`src/hw/rtl/qs_pkg.sv`:
```
package qs_pkg;

  localparam longint unsigned QS_MAX_QUERY_BYTES = 64'd65535;
  localparam logic [15:0] QS_LIMIT =
    (QS_MAX_QUERY_BYTES < 64'd65535) ? 16'(QS_MAX_QUERY_BYTES) : 16'hFFFF;

  localparam logic [7:0] QS_CHAR_AMP = 8'h26;  // '&'
  localparam logic [7:0] QS_CHAR_EQ  = 8'h3D;  // '='

  typedef enum logic [1:0] {
    QS_ST_OK         = 2'd0,
    QS_ST_EMPTY_NAME = 2'd1,
    QS_ST_OVERFLOW   = 2'd2
  } qs_status_t;

endpackage

```
`src/hw/rtl/qs_in_if.sv`:
```
interface qs_in_if;
  logic       valid;
  logic       ready;
  logic [7:0] char_byte;
  logic       last_char;

  modport source(output valid, char_byte, last_char, input ready);
  modport sink(input valid, char_byte, last_char, output ready);
endinterface

```
`src/hw/rtl/qs_out_if.sv`:
```
interface qs_out_if;
  logic                 valid;
  logic                 ready;
  logic                 pair_valid;
  logic [15:0]          name_offset;
  logic [15:0]          name_length;
  logic                 has_value;
  logic [15:0]          value_offset;
  logic [15:0]          value_length;
  logic [15:0]          pair_number;
  logic                 end_of_query;
  qs_pkg::qs_status_t   status;

  modport source(output valid, pair_valid, name_offset, name_length, has_value,
                 value_offset, value_length, pair_number, end_of_query, status,
                 input ready);
  modport sink(input valid, pair_valid, name_offset, name_length, has_value,
               value_offset, value_length, pair_number, end_of_query, status,
               output ready);
endinterface

```
`src/hw/rtl/query_string_splitter.sv`:
```
// Path: the input register takes a byte at its transfer; the result register takes the
// result that byte causes when it is empty or out_ch.ready is high.
// Throughput: one byte per cycle unless a result waits on out_ch.ready; set by the single
// pass of compares and 16-bit counter updates between the input and result registers.
// Reset: synchronous, active low; clears the scan state, pair count and both valid flags.
module query_string_splitter (
  input  logic     clk,
  input  logic     rst_n,
  qs_in_if.sink    in_ch,
  qs_out_if.source out_ch
);
  import qs_pkg::*;

  // input register
  logic        inq_v_r;
  logic [7:0]  inq_char_r;
  logic        inq_last_r;

  // scan state
  logic        in_value_r,  in_value_nxt;
  logic [15:0] position_r,  position_nxt;
  logic [15:0] seg_start_r, seg_start_nxt;
  logic [15:0] held_len_r,  held_len_nxt;
  logic [15:0] pairs_r,     pairs_nxt;
  logic        halted_r,    halted_nxt;

  // result register
  logic        out_v_r;
  logic        res_v;
  logic        r_pair_valid,   pair_valid_r;
  logic [15:0] r_name_offset,  name_offset_r;
  logic [15:0] r_name_length,  name_length_r;
  logic        r_has_value,    has_value_r;
  logic [15:0] r_value_offset, value_offset_r;
  logic [15:0] r_value_length, value_length_r;
  logic [15:0] r_pair_number,  pair_number_r;
  logic        r_eoq,          eoq_r;
  qs_status_t  r_status,       status_r;

  logic adv;
  logic work;

  assign adv         = !out_v_r || out_ch.ready;
  assign work        = inq_v_r && adv;
  assign in_ch.ready = !inq_v_r || adv;

  always_comb begin
    logic        emitted;
    logic        restart;
    logic [15:0] pos;
    logic [15:0] seg;
    emitted = 1'b0;
    restart = 1'b0;
    pos     = position_r;
    seg     = seg_start_r;

    in_value_nxt  = in_value_r;
    position_nxt  = position_r;
    seg_start_nxt = seg_start_r;
    held_len_nxt  = held_len_r;
    pairs_nxt     = pairs_r;
    halted_nxt    = halted_r;

    res_v          = 1'b0;
    r_pair_valid   = 1'b0;
    r_name_offset  = '0;
    r_name_length  = '0;
    r_has_value    = 1'b0;
    r_value_offset = '0;
    r_value_length = '0;
    r_pair_number  = pairs_r;
    r_eoq          = 1'b0;
    r_status       = QS_ST_OK;

    if (halted_r) begin
      restart = inq_last_r;
    end else if (pos >= QS_LIMIT) begin
      res_v      = 1'b1;
      r_eoq      = 1'b1;
      r_status   = QS_ST_OVERFLOW;
      restart    = inq_last_r;
      halted_nxt = !inq_last_r;
    end else if (!in_value_r && inq_char_r == QS_CHAR_EQ && pos == seg) begin
      res_v      = 1'b1;
      r_eoq      = 1'b1;
      r_status   = QS_ST_EMPTY_NAME;
      restart    = inq_last_r;
      halted_nxt = !inq_last_r;
    end else begin
      if (!in_value_r) begin
        if (inq_char_r == QS_CHAR_AMP) begin
          // skip an empty segment
          if (pos != seg) begin
            pairs_nxt     = pairs_r + 16'd1;
            emitted       = 1'b1;
            r_pair_valid  = 1'b1;
            r_name_offset = seg;
            r_name_length = pos - seg;
          end
          seg_start_nxt = pos + 16'd1;
        end else if (inq_char_r == QS_CHAR_EQ) begin
          held_len_nxt  = pos - seg;
          in_value_nxt  = 1'b1;
          seg_start_nxt = pos + 16'd1;
        end
      end else if (inq_char_r == QS_CHAR_AMP) begin
        pairs_nxt      = pairs_r + 16'd1;
        emitted        = 1'b1;
        r_pair_valid   = 1'b1;
        r_name_offset  = seg - 16'd1 - held_len_r;
        r_name_length  = held_len_r;
        r_has_value    = 1'b1;
        r_value_offset = seg;
        r_value_length = pos - seg;
        in_value_nxt   = 1'b0;
        seg_start_nxt  = pos + 16'd1;
      end

      res_v = emitted;
      if (inq_last_r) begin
        res_v   = 1'b1;
        r_eoq   = 1'b1;
        restart = 1'b1;
        if (!emitted && in_value_nxt) begin
          // close a value still open at the end of the query
          pairs_nxt      = pairs_nxt + 16'd1;
          r_pair_valid   = 1'b1;
          r_name_offset  = seg_start_nxt - 16'd1 - held_len_nxt;
          r_name_length  = held_len_nxt;
          r_has_value    = 1'b1;
          r_value_offset = seg_start_nxt;
          r_value_length = pos + 16'd1 - seg_start_nxt;
        end
      end else begin
        position_nxt = pos + 16'd1;
      end
      r_pair_number = pairs_nxt;
    end

    if (restart) begin
      in_value_nxt  = 1'b0;
      position_nxt  = '0;
      seg_start_nxt = '0;
      held_len_nxt  = '0;
      pairs_nxt     = '0;
      halted_nxt    = 1'b0;
    end
  end

  always_ff @(posedge clk) begin
    if (!rst_n) begin
      inq_v_r     <= 1'b0;
      out_v_r     <= 1'b0;
      in_value_r  <= 1'b0;
      position_r  <= '0;
      seg_start_r <= '0;
      held_len_r  <= '0;
      pairs_r     <= '0;
      halted_r    <= 1'b0;
    end else begin
      if (in_ch.valid && in_ch.ready) begin
        inq_v_r <= 1'b1;
      end else if (adv) begin
        inq_v_r <= 1'b0;
      end
      if (adv) begin
        out_v_r <= work && res_v;
      end
      if (work) begin
        in_value_r  <= in_value_nxt;
        position_r  <= position_nxt;
        seg_start_r <= seg_start_nxt;
        held_len_r  <= held_len_nxt;
        pairs_r     <= pairs_nxt;
        halted_r    <= halted_nxt;
      end
    end
  end

  always_ff @(posedge clk) begin
    if (in_ch.valid && in_ch.ready) begin
      inq_char_r <= in_ch.char_byte;
      inq_last_r <= in_ch.last_char;
    end
    // load the result register only when a result is produced
    if (work && res_v) begin
      pair_valid_r   <= r_pair_valid;
      name_offset_r  <= r_name_offset;
      name_length_r  <= r_name_length;
      has_value_r    <= r_has_value;
      value_offset_r <= r_value_offset;
      value_length_r <= r_value_length;
      pair_number_r  <= r_pair_number;
      eoq_r          <= r_eoq;
      status_r       <= r_status;
    end
  end

  assign out_ch.valid        = out_v_r;
  assign out_ch.pair_valid   = pair_valid_r;
  assign out_ch.name_offset  = name_offset_r;
  assign out_ch.name_length  = name_length_r;
  assign out_ch.has_value    = has_value_r;
  assign out_ch.value_offset = value_offset_r;
  assign out_ch.value_length = value_length_r;
  assign out_ch.pair_number  = pair_number_r;
  assign out_ch.end_of_query = eoq_r;
  assign out_ch.status       = status_r;

endmodule

```
`src/flat_wrapper.sv`:
```
// flat-port wrapper written by rule: the top's interface ports become plain ports
module query_string_splitter_flat import qs_pkg::*;
  (clk, rst_n, in_ch_valid, in_ch_char_byte, in_ch_last_char, in_ch_ready, out_ch_valid, out_ch_pair_valid, out_ch_name_offset, out_ch_name_length, out_ch_has_value, out_ch_value_offset, out_ch_value_length, out_ch_pair_number, out_ch_end_of_query, out_ch_status, out_ch_ready);
  qs_in_if in_ch_i ();
  qs_out_if out_ch_i ();
  input  logic clk;
  input  logic rst_n;
  input wire logic [$bits(in_ch_i.valid)-1:0] in_ch_valid;
  input wire logic [$bits(in_ch_i.char_byte)-1:0] in_ch_char_byte;
  input wire logic [$bits(in_ch_i.last_char)-1:0] in_ch_last_char;
  output wire logic [$bits(in_ch_i.ready)-1:0] in_ch_ready;
  output wire logic [$bits(out_ch_i.valid)-1:0] out_ch_valid;
  output wire logic [$bits(out_ch_i.pair_valid)-1:0] out_ch_pair_valid;
  output wire logic [$bits(out_ch_i.name_offset)-1:0] out_ch_name_offset;
  output wire logic [$bits(out_ch_i.name_length)-1:0] out_ch_name_length;
  output wire logic [$bits(out_ch_i.has_value)-1:0] out_ch_has_value;
  output wire logic [$bits(out_ch_i.value_offset)-1:0] out_ch_value_offset;
  output wire logic [$bits(out_ch_i.value_length)-1:0] out_ch_value_length;
  output wire logic [$bits(out_ch_i.pair_number)-1:0] out_ch_pair_number;
  output wire logic [$bits(out_ch_i.end_of_query)-1:0] out_ch_end_of_query;
  output wire logic [$bits(out_ch_i.status)-1:0] out_ch_status;
  input wire logic [$bits(out_ch_i.ready)-1:0] out_ch_ready;
  assign in_ch_i.valid = in_ch_valid;
  assign in_ch_i.char_byte = in_ch_char_byte;
  assign in_ch_i.last_char = in_ch_last_char;
  assign in_ch_ready = in_ch_i.ready;
  assign out_ch_valid = out_ch_i.valid;
  assign out_ch_pair_valid = out_ch_i.pair_valid;
  assign out_ch_name_offset = out_ch_i.name_offset;
  assign out_ch_name_length = out_ch_i.name_length;
  assign out_ch_has_value = out_ch_i.has_value;
  assign out_ch_value_offset = out_ch_i.value_offset;
  assign out_ch_value_length = out_ch_i.value_length;
  assign out_ch_pair_number = out_ch_i.pair_number;
  assign out_ch_end_of_query = out_ch_i.end_of_query;
  assign out_ch_status = out_ch_i.status;
  assign out_ch_i.ready = out_ch_ready;
  query_string_splitter u_core (.clk(clk), .rst_n(rst_n), .in_ch(in_ch_i), .out_ch(out_ch_i));
endmodule
```
`config.mk`:
```
export PLATFORM = sky130hd
export DESIGN_NAME = query_string_splitter_flat
export DESIGN_NICKNAME = d
export VERILOG_FILES = /design/src/hw/rtl/qs_pkg.sv /design/src/hw/rtl/qs_in_if.sv /design/src/hw/rtl/qs_out_if.sv /design/src/hw/rtl/query_string_splitter.sv /design/src/flat_wrapper.sv
export SDC_FILE = /design/constraint.sdc
export NUM_CORES = 1
export LEC_CHECK = 0
export BUFFER_PORTS_ARGS = -buffer_cell sky130_fd_sc_hd__buf_4
export CAP_MARGIN = 30
export CORE_MARGIN = 2
export CORE_UTILIZATION = 55
export DETAILED_ROUTE_END_ITERATION = 16
export GPL_ROUTABILITY_DRIVEN = 0
export PLACE_DENSITY = 0.74
export SLEW_MARGIN = 20
export SYNTH_ARGS = -nofsm -noshare
export SYNTH_HDL_FRONTEND = slang
export SYNTH_SLANG_ARGS = --single-unit
```
`constraint.sdc`:
```
create_clock -name clk -period 9.7 [get_ports clk]
set_clock_uncertainty 0.15 [all_clocks]
set_input_delay 1.94 -clock clk [delete_from_list [all_inputs] [get_ports clk]]
set_output_delay 1.94 -clock clk [all_outputs]
set_load 0.02 [all_outputs]
```
Word level (Yosys, flattened, before mapping):

Index checks and enable logic that the tools add are counted.

* register bits after elaboration: 162
* input bits: 13
* output and inout port bits: 87
* word-level logic and storage cells: 156

* add/subtract/negate cells: 9
* order comparisons: 1
* eq/ne operators: 8
* multiplexer cells: 100
* reduce and logical (&&, ||, !) cells: 18

Operators with widths (count)
* $mux W16: 59
* $sub A16 B16 Y16: 4
* $add A16 B1 Y16 const B: 3
* $mux W1: 40
* $sub A16 B1 Y16 const B: 2
* $eq A16 B16 Y1: 1
* $eq A8 B6 Y1 const B: 2
* $ge A16 B16 Y1 const B: 1
* $ne A16 B16 Y1: 1
* $ne A2 B2 Y1 const B: 4
* $logic_and A1 B1 Y1: 6
* $logic_not A1 Y1: 5
* $reduce_and A5 Y1: 1
* $reduce_and A4 Y1: 1
* $reduce_or A3 Y1: 1
* $logic_or A1 B1 Y1: 2
* $mux W2: 1
* $reduce_bool A2 Y1: 1
* $reduce_or A2 Y1: 1

Depth between registers and ports, before layout:

* depth in word-level cells: 15
* gate-level depth with buffers: 19
* gate-level depth less buffers: 19

Worst setup path before layout:

No wires, ideal clock.

* path kind: input -> register
* start point: input port out_ch_ready
* end point: register u_core.eoq_r, in the netlist u_core.out_ch.end_of_query (enable)
* setup time: 0.658 ns
* data arrival time: 8.458 ns
* required time: 8.892 ns
* setup slack: 0.434 ns
* cell stages on the path: 3
* buffers on the path: 0
* cells stage by stage: nand2b_1 > nand2_1 > a211oi_1

* longest elaborated chain between the ends: 3

RTL lines
* start: declaration: RTL line flat_wrapper.sv:22 `input wire logic [$bits(out_ch_i.ready)-1:0] out_ch_ready;`
* $logic_or A1 B1 Y1: RTL line query_string_splitter.sv:43 `assign adv = !out_v_r || out_ch.ready;`
* $logic_and A1 B1 Y1: RTL line query_string_splitter.sv:44 `assign work = inq_v_r && adv;`
* $logic_and A1 B1 Y1: RTL line query_string_splitter.sv:186 `if (work && res_v) begin`
* end signal: assignment: RTL line query_string_splitter.sv:194 `eoq_r <= r_eoq;`
* end: declaration: RTL line query_string_splitter.sv:37 `logic r_eoq, eoq_r;`

No other way between the ends.
A chain may end at the register's enable or synchronous reset.

Final worst setup path:

* start point: register u_core.inq_char_r[1]
* end point: register u_core.value_length_r[15], in the netlist u_core.out_ch.value_length[15] (data pin)

* longest elaborated chain between the ends: 10
* elaborated cells between the ends (all ways): 32
* those cells by class: add/sub (1); eq/ne (2); mux (24); reduce/logical (5)

RTL lines
* start: declaration: RTL line query_string_splitter.sv:16 `logic [7:0] inq_char_r;`
* start signal: assignment: RTL line query_string_splitter.sv:182 `inq_char_r <= in_ch.char_byte;`
* $eq A8 B6 Y1, on equally long branches
* $mux W16 (tied with other cells): RTL line query_string_splitter.sv:101 `end else if (inq_char_r == QS_CHAR_EQ) begin`
* $mux W16 (tied with other cells): RTL line query_string_splitter.sv:91 `if (inq_char_r == QS_CHAR_AMP) begin`
* $mux W16 (tied with other cells): RTL line query_string_splitter.sv:90 `if (!in_value_r) begin`
* $mux W16 (tied with other cells): RTL line query_string_splitter.sv:83 `end else if (!in_value_r && inq_char_r == QS_CHAR_EQ && pos == seg) begin`
* $mux W16 (tied with other cells): RTL line query_string_splitter.sv:77 `end else if (pos >= QS_LIMIT) begin`
* $mux W16 (tied with other cells): RTL line query_string_splitter.sv:75 `if (halted_r) begin`
* $sub A16 B16 Y16 / $logic_and A1 B1 Y1 (equally long branches): RTL line query_string_splitter.sv:132, query_string_splitter.sv:124
* $mux W16: RTL line query_string_splitter.sv:124 `if (!emitted && in_value_nxt) begin`
* $mux W16: RTL line query_string_splitter.sv:120 `if (inq_last_r) begin`
* end signal: assignment: RTL line query_string_splitter.sv:192 `value_length_r <= r_value_length;`
* end: declaration: RTL line query_string_splitter.sv:35 `logic [15:0] r_value_length, value_length_r;`

Parallel ways exist; a longest one is shown, timed or not. The select of a mux whose other input is x is not followed.

==> summary.txt <==
GRT Util Overall: 0.292
DR pass1 iterations: 5
Io pins: 100
Initial DRC count: 1084
Leakage: 0.00470 uW
Peak supply drop: 0.128 mV
FF-to-FF path depth: 17
Crit end category: register
Post-Route WL: 29600 um
Clock latency on the worst-skew pair: 0.44 ns
Metal3 WL: 2340 um
Final Non-Filler Cells: 1561
RSZ-0062 raised after global routing: false
Flops & latches, synth: 162
Largest net degree at the start of global routing: 71
Post-route ant nets: 0
Worst Setup Start Kind: register
Post-synthesis sequential area ratio: 0.386
Setup violations, final: 0
CTS root buffer: clkbuf_16
Origin of the critical flop-to-flop path: u_core.inq_char_r[1]$_DFFE_PP_
Buf+Inv Stages, Crit Path: 2
Min cycle time layout: 5.18 ns
Remaining DRCs: 0
DR vias/cell: 6.21
WP depth: 17
Least-Margin Pin Slew: 1.00 ns
Syn avg cell area: 8.94 um^2
Critical path peak fanout: 29
FP Rows: 51
Dpl ws: 4.60 ns
Drt wl/cell: 19.0 um
DP HPWL: 21200 um
WHS Path Cells: 1
CP Data Required Time: 9.74 ns
Layout cells sized above 1: 0.131
Uppermost layer routed: met4
Slew Limit Fails: 0
Yosys warnings: 0
Maxcap violations: 0
CP Launch Point: u_core.inq_char_r[1]$_DFFE_PP_
Worst path cell trace: nand4b_1 > o21ai_0 > and2_1 > buf_4 > a21o_1 > inv_1 > ha_1 > nor2b_1 > o21ai_0 > a21boi_0 > o21ai_0 > a21oi_1 > a41o_1 > o41a_1 > a31o_2 > and4_1 > or3_1
Via count: 9701
Reg clk slew, reported paths: 0.07 ns
Die area: 0.0208 mm^2
I/O Buffers: 99
Area of the mapped netlist: 0.0108 mm^2
Synth unique cells: 81
Vias in the first global route: 9112
Area Overhead vs Synth: 14.2%
Final hold violation count: 0
Critical Path AT: 5.22 ns
Final #Nets: 1363
Remaining Overflow, GRT: 0
CP max stage delay: 0.61 ns
Gate Count Post-Synth: 1213
Final critical-path setup slack: 4.52 ns
# clock sinks: 162
Max-Slew Margin vs Limit: 0.331
Slowest cell on crit path: o21ai_0
Die Height: 144 um
Routed length on met2: 13100 um
Clk buf depth: 2
Setup TNS: 0 ns
Achievable Freq: 193 MHz
Core area: 0.0194 mm^2
Die W: 144 um
Post-Syn Nets: 1293
Period utilisation layout: 0.535
Post-synth top flop: edfxtp_1
Hold Buf Count CTS: 0
Util after Layout: 0.638
H-tree levels: 4
Initial Utilization: 0.559
Crit path max-delay family: compound AO/OA/AOI/OAI gates
First-pass GRT wire length: 47100 um
Antenna Cells: 0
CP Class: register to register
Hold path start: u_core.pairs_r[15]$_SDFFE_PN0P_
CTS resizes: 0
PD cells: 123 mW/mm^2
Initial antenna violation count: 0
Async SR Flop Fraction: 0
Dpl cells: 1528
Hold crit path type: register to register
Inserted Clock Buffers: 17
Status: finished, final reports clean
EDFF count, synth: 94
Cell mode on critical path: o21ai_0
Worst hold slack: 0.354 ns
Post-CTS setup buffer count: 0
Met1 WL: 13400 um
CTS tree: yes
[power by group]
group	total (uW)	switching (uW)	internal, uW	leakage (uW)
combinational	81.0	53.9	27.2	0.00298
sequential	744	7.06	737	0.00142
clock	698	289	409	0.000299
[placed cells by master (no fill, tap or decap), types with 11 or more instances in the layout]
cell and count:
ha_1 63, dfxtp_1 68, nand2_1 91, a22oi_1 49
a21o_1 22, clkbuf_16 18, and2_1 16, xnor2_1 50
o21ai_0 68, nor2b_1 18, or3_1 16, xor2_1 26
nand3_1 29, mux2i_1 14, edfxtp_1 94, nor3_1 25
a21oi_1 77, buf_4 111, inv_1 68, nor2_1 119
nand4_1 16, o31ai_1 11, o22ai_1 36
[cell families after synthesis]
| logic type | after synthesis | synth area share |
|---|---|---|
| simple gates | 392 | 0.179 |
| compound gates | 369 | 0.226 |
| flops | 162 | 0.386 |
| buf+inv | 131 | 0.0524 |
| xor+xnor | 76 | 0.0614 |
| fa+ha+maj | 67 | 0.0801 |
| mux | 16 | 0.0150 |
[metrics by stage]
step | area (um^2) | power, uW
6_report | 12400 | 1520
5_1_grt | 12400 | 1560
4_1_cts | 12400 | 1530
3_5_place_dp | 11800 | 840
3_3_place_gp | 11700 | 839
2_1_floorplan | 10800 | 810
[synthesized netlist by cell type, drive strengths merged, types with 6 or more instances]
cell       n  area, um^2
o31ai     12         104
inv       68         255
and2      17         108
nand3     29         145
o21ai     69         349
dfxtp     68        1360
a22oi     49         368
nor4       6        37.5
nor2b     18         113
a21oi     78         390
o22ai     36         225
buf       16        91.3
a31oi      8        50.1
o2111ai    6        52.6
o31a       7        61.3
and3      12        77.6
clkbuf    45         200
a211oi     9        67.6
nor2     121         454
xor2      26         228
or3       16         100
a21o      23         174
xnor2     50         438
a22o       9        78.8
mux2i     14         140
ha        63         788
nand4     16         100
nand3b     6        45.0
a21boi    10        75.1
nand2b     8        50.1
edfxtp    94        2820
nand2     92         348
o21a      10        75.1
nor3      27         135
[final cells by class]
class	count	area, um^2
Fill cell	1720	7030
Multi-Input combinational cell	920	6140
Sequential cell	162	4180
Timing Repair Buffer	114	861
Clock buffer	21	482
Tap cell	265	332
Inverter	68	255
Clock inverter	11	124
[state kept, by name (all words and copies together) (netlist names)]
| register | cells |
|---|---|
| u_core.out_ch.status | 2 |
| u_core.position_r | 16 |
| u_core.out_ch.value_length | 16 |
| u_core.inq_last_r | 1 |
| u_core.out_ch.pair_number | 16 |
| u_core.out_ch.value_offset | 16 |
| u_core.out_ch.valid | 1 |
| u_core.pairs_r | 16 |
| u_core.out_ch.end_of_query | 1 |
| u_core.halted_r | 1 |
| u_core.inq_v_r | 1 |
| u_core.held_len_r | 16 |
| u_core.inq_char_r | 8 |
| u_core.out_ch.name_length | 16 |
| u_core.out_ch.name_offset | 16 |
| u_core.seg_start_r | 16 |
| u_core.in_value_r | 1 |
| u_core.out_ch.pair_valid | 1 |
| u_core.out_ch.has_value | 1 |
[layer usage]
metal,global-route usage,up-vias
met5,0,-
met1,0.408,4592
met2,0.457,414
met3,0.0513,48
li1,-,4647
met4,0.107,0
[path summary, 6_finish.rpt]
kind	to	slack, ns
setup / recovery	u_core.out_ch.value_length[15]$_SDFFCE_PP0P_	4.52
hold / removal	u_core.pairs_r[15]$_SDFFE_PN0P_	0.35
setup reg to reg	u_core.out_ch.value_length[15]$_SDFFCE_PP0P_	4.52
hold reg to reg	u_core.pairs_r[15]$_SDFFE_PN0P_	0.35
(Power assumes the default switching activity.)
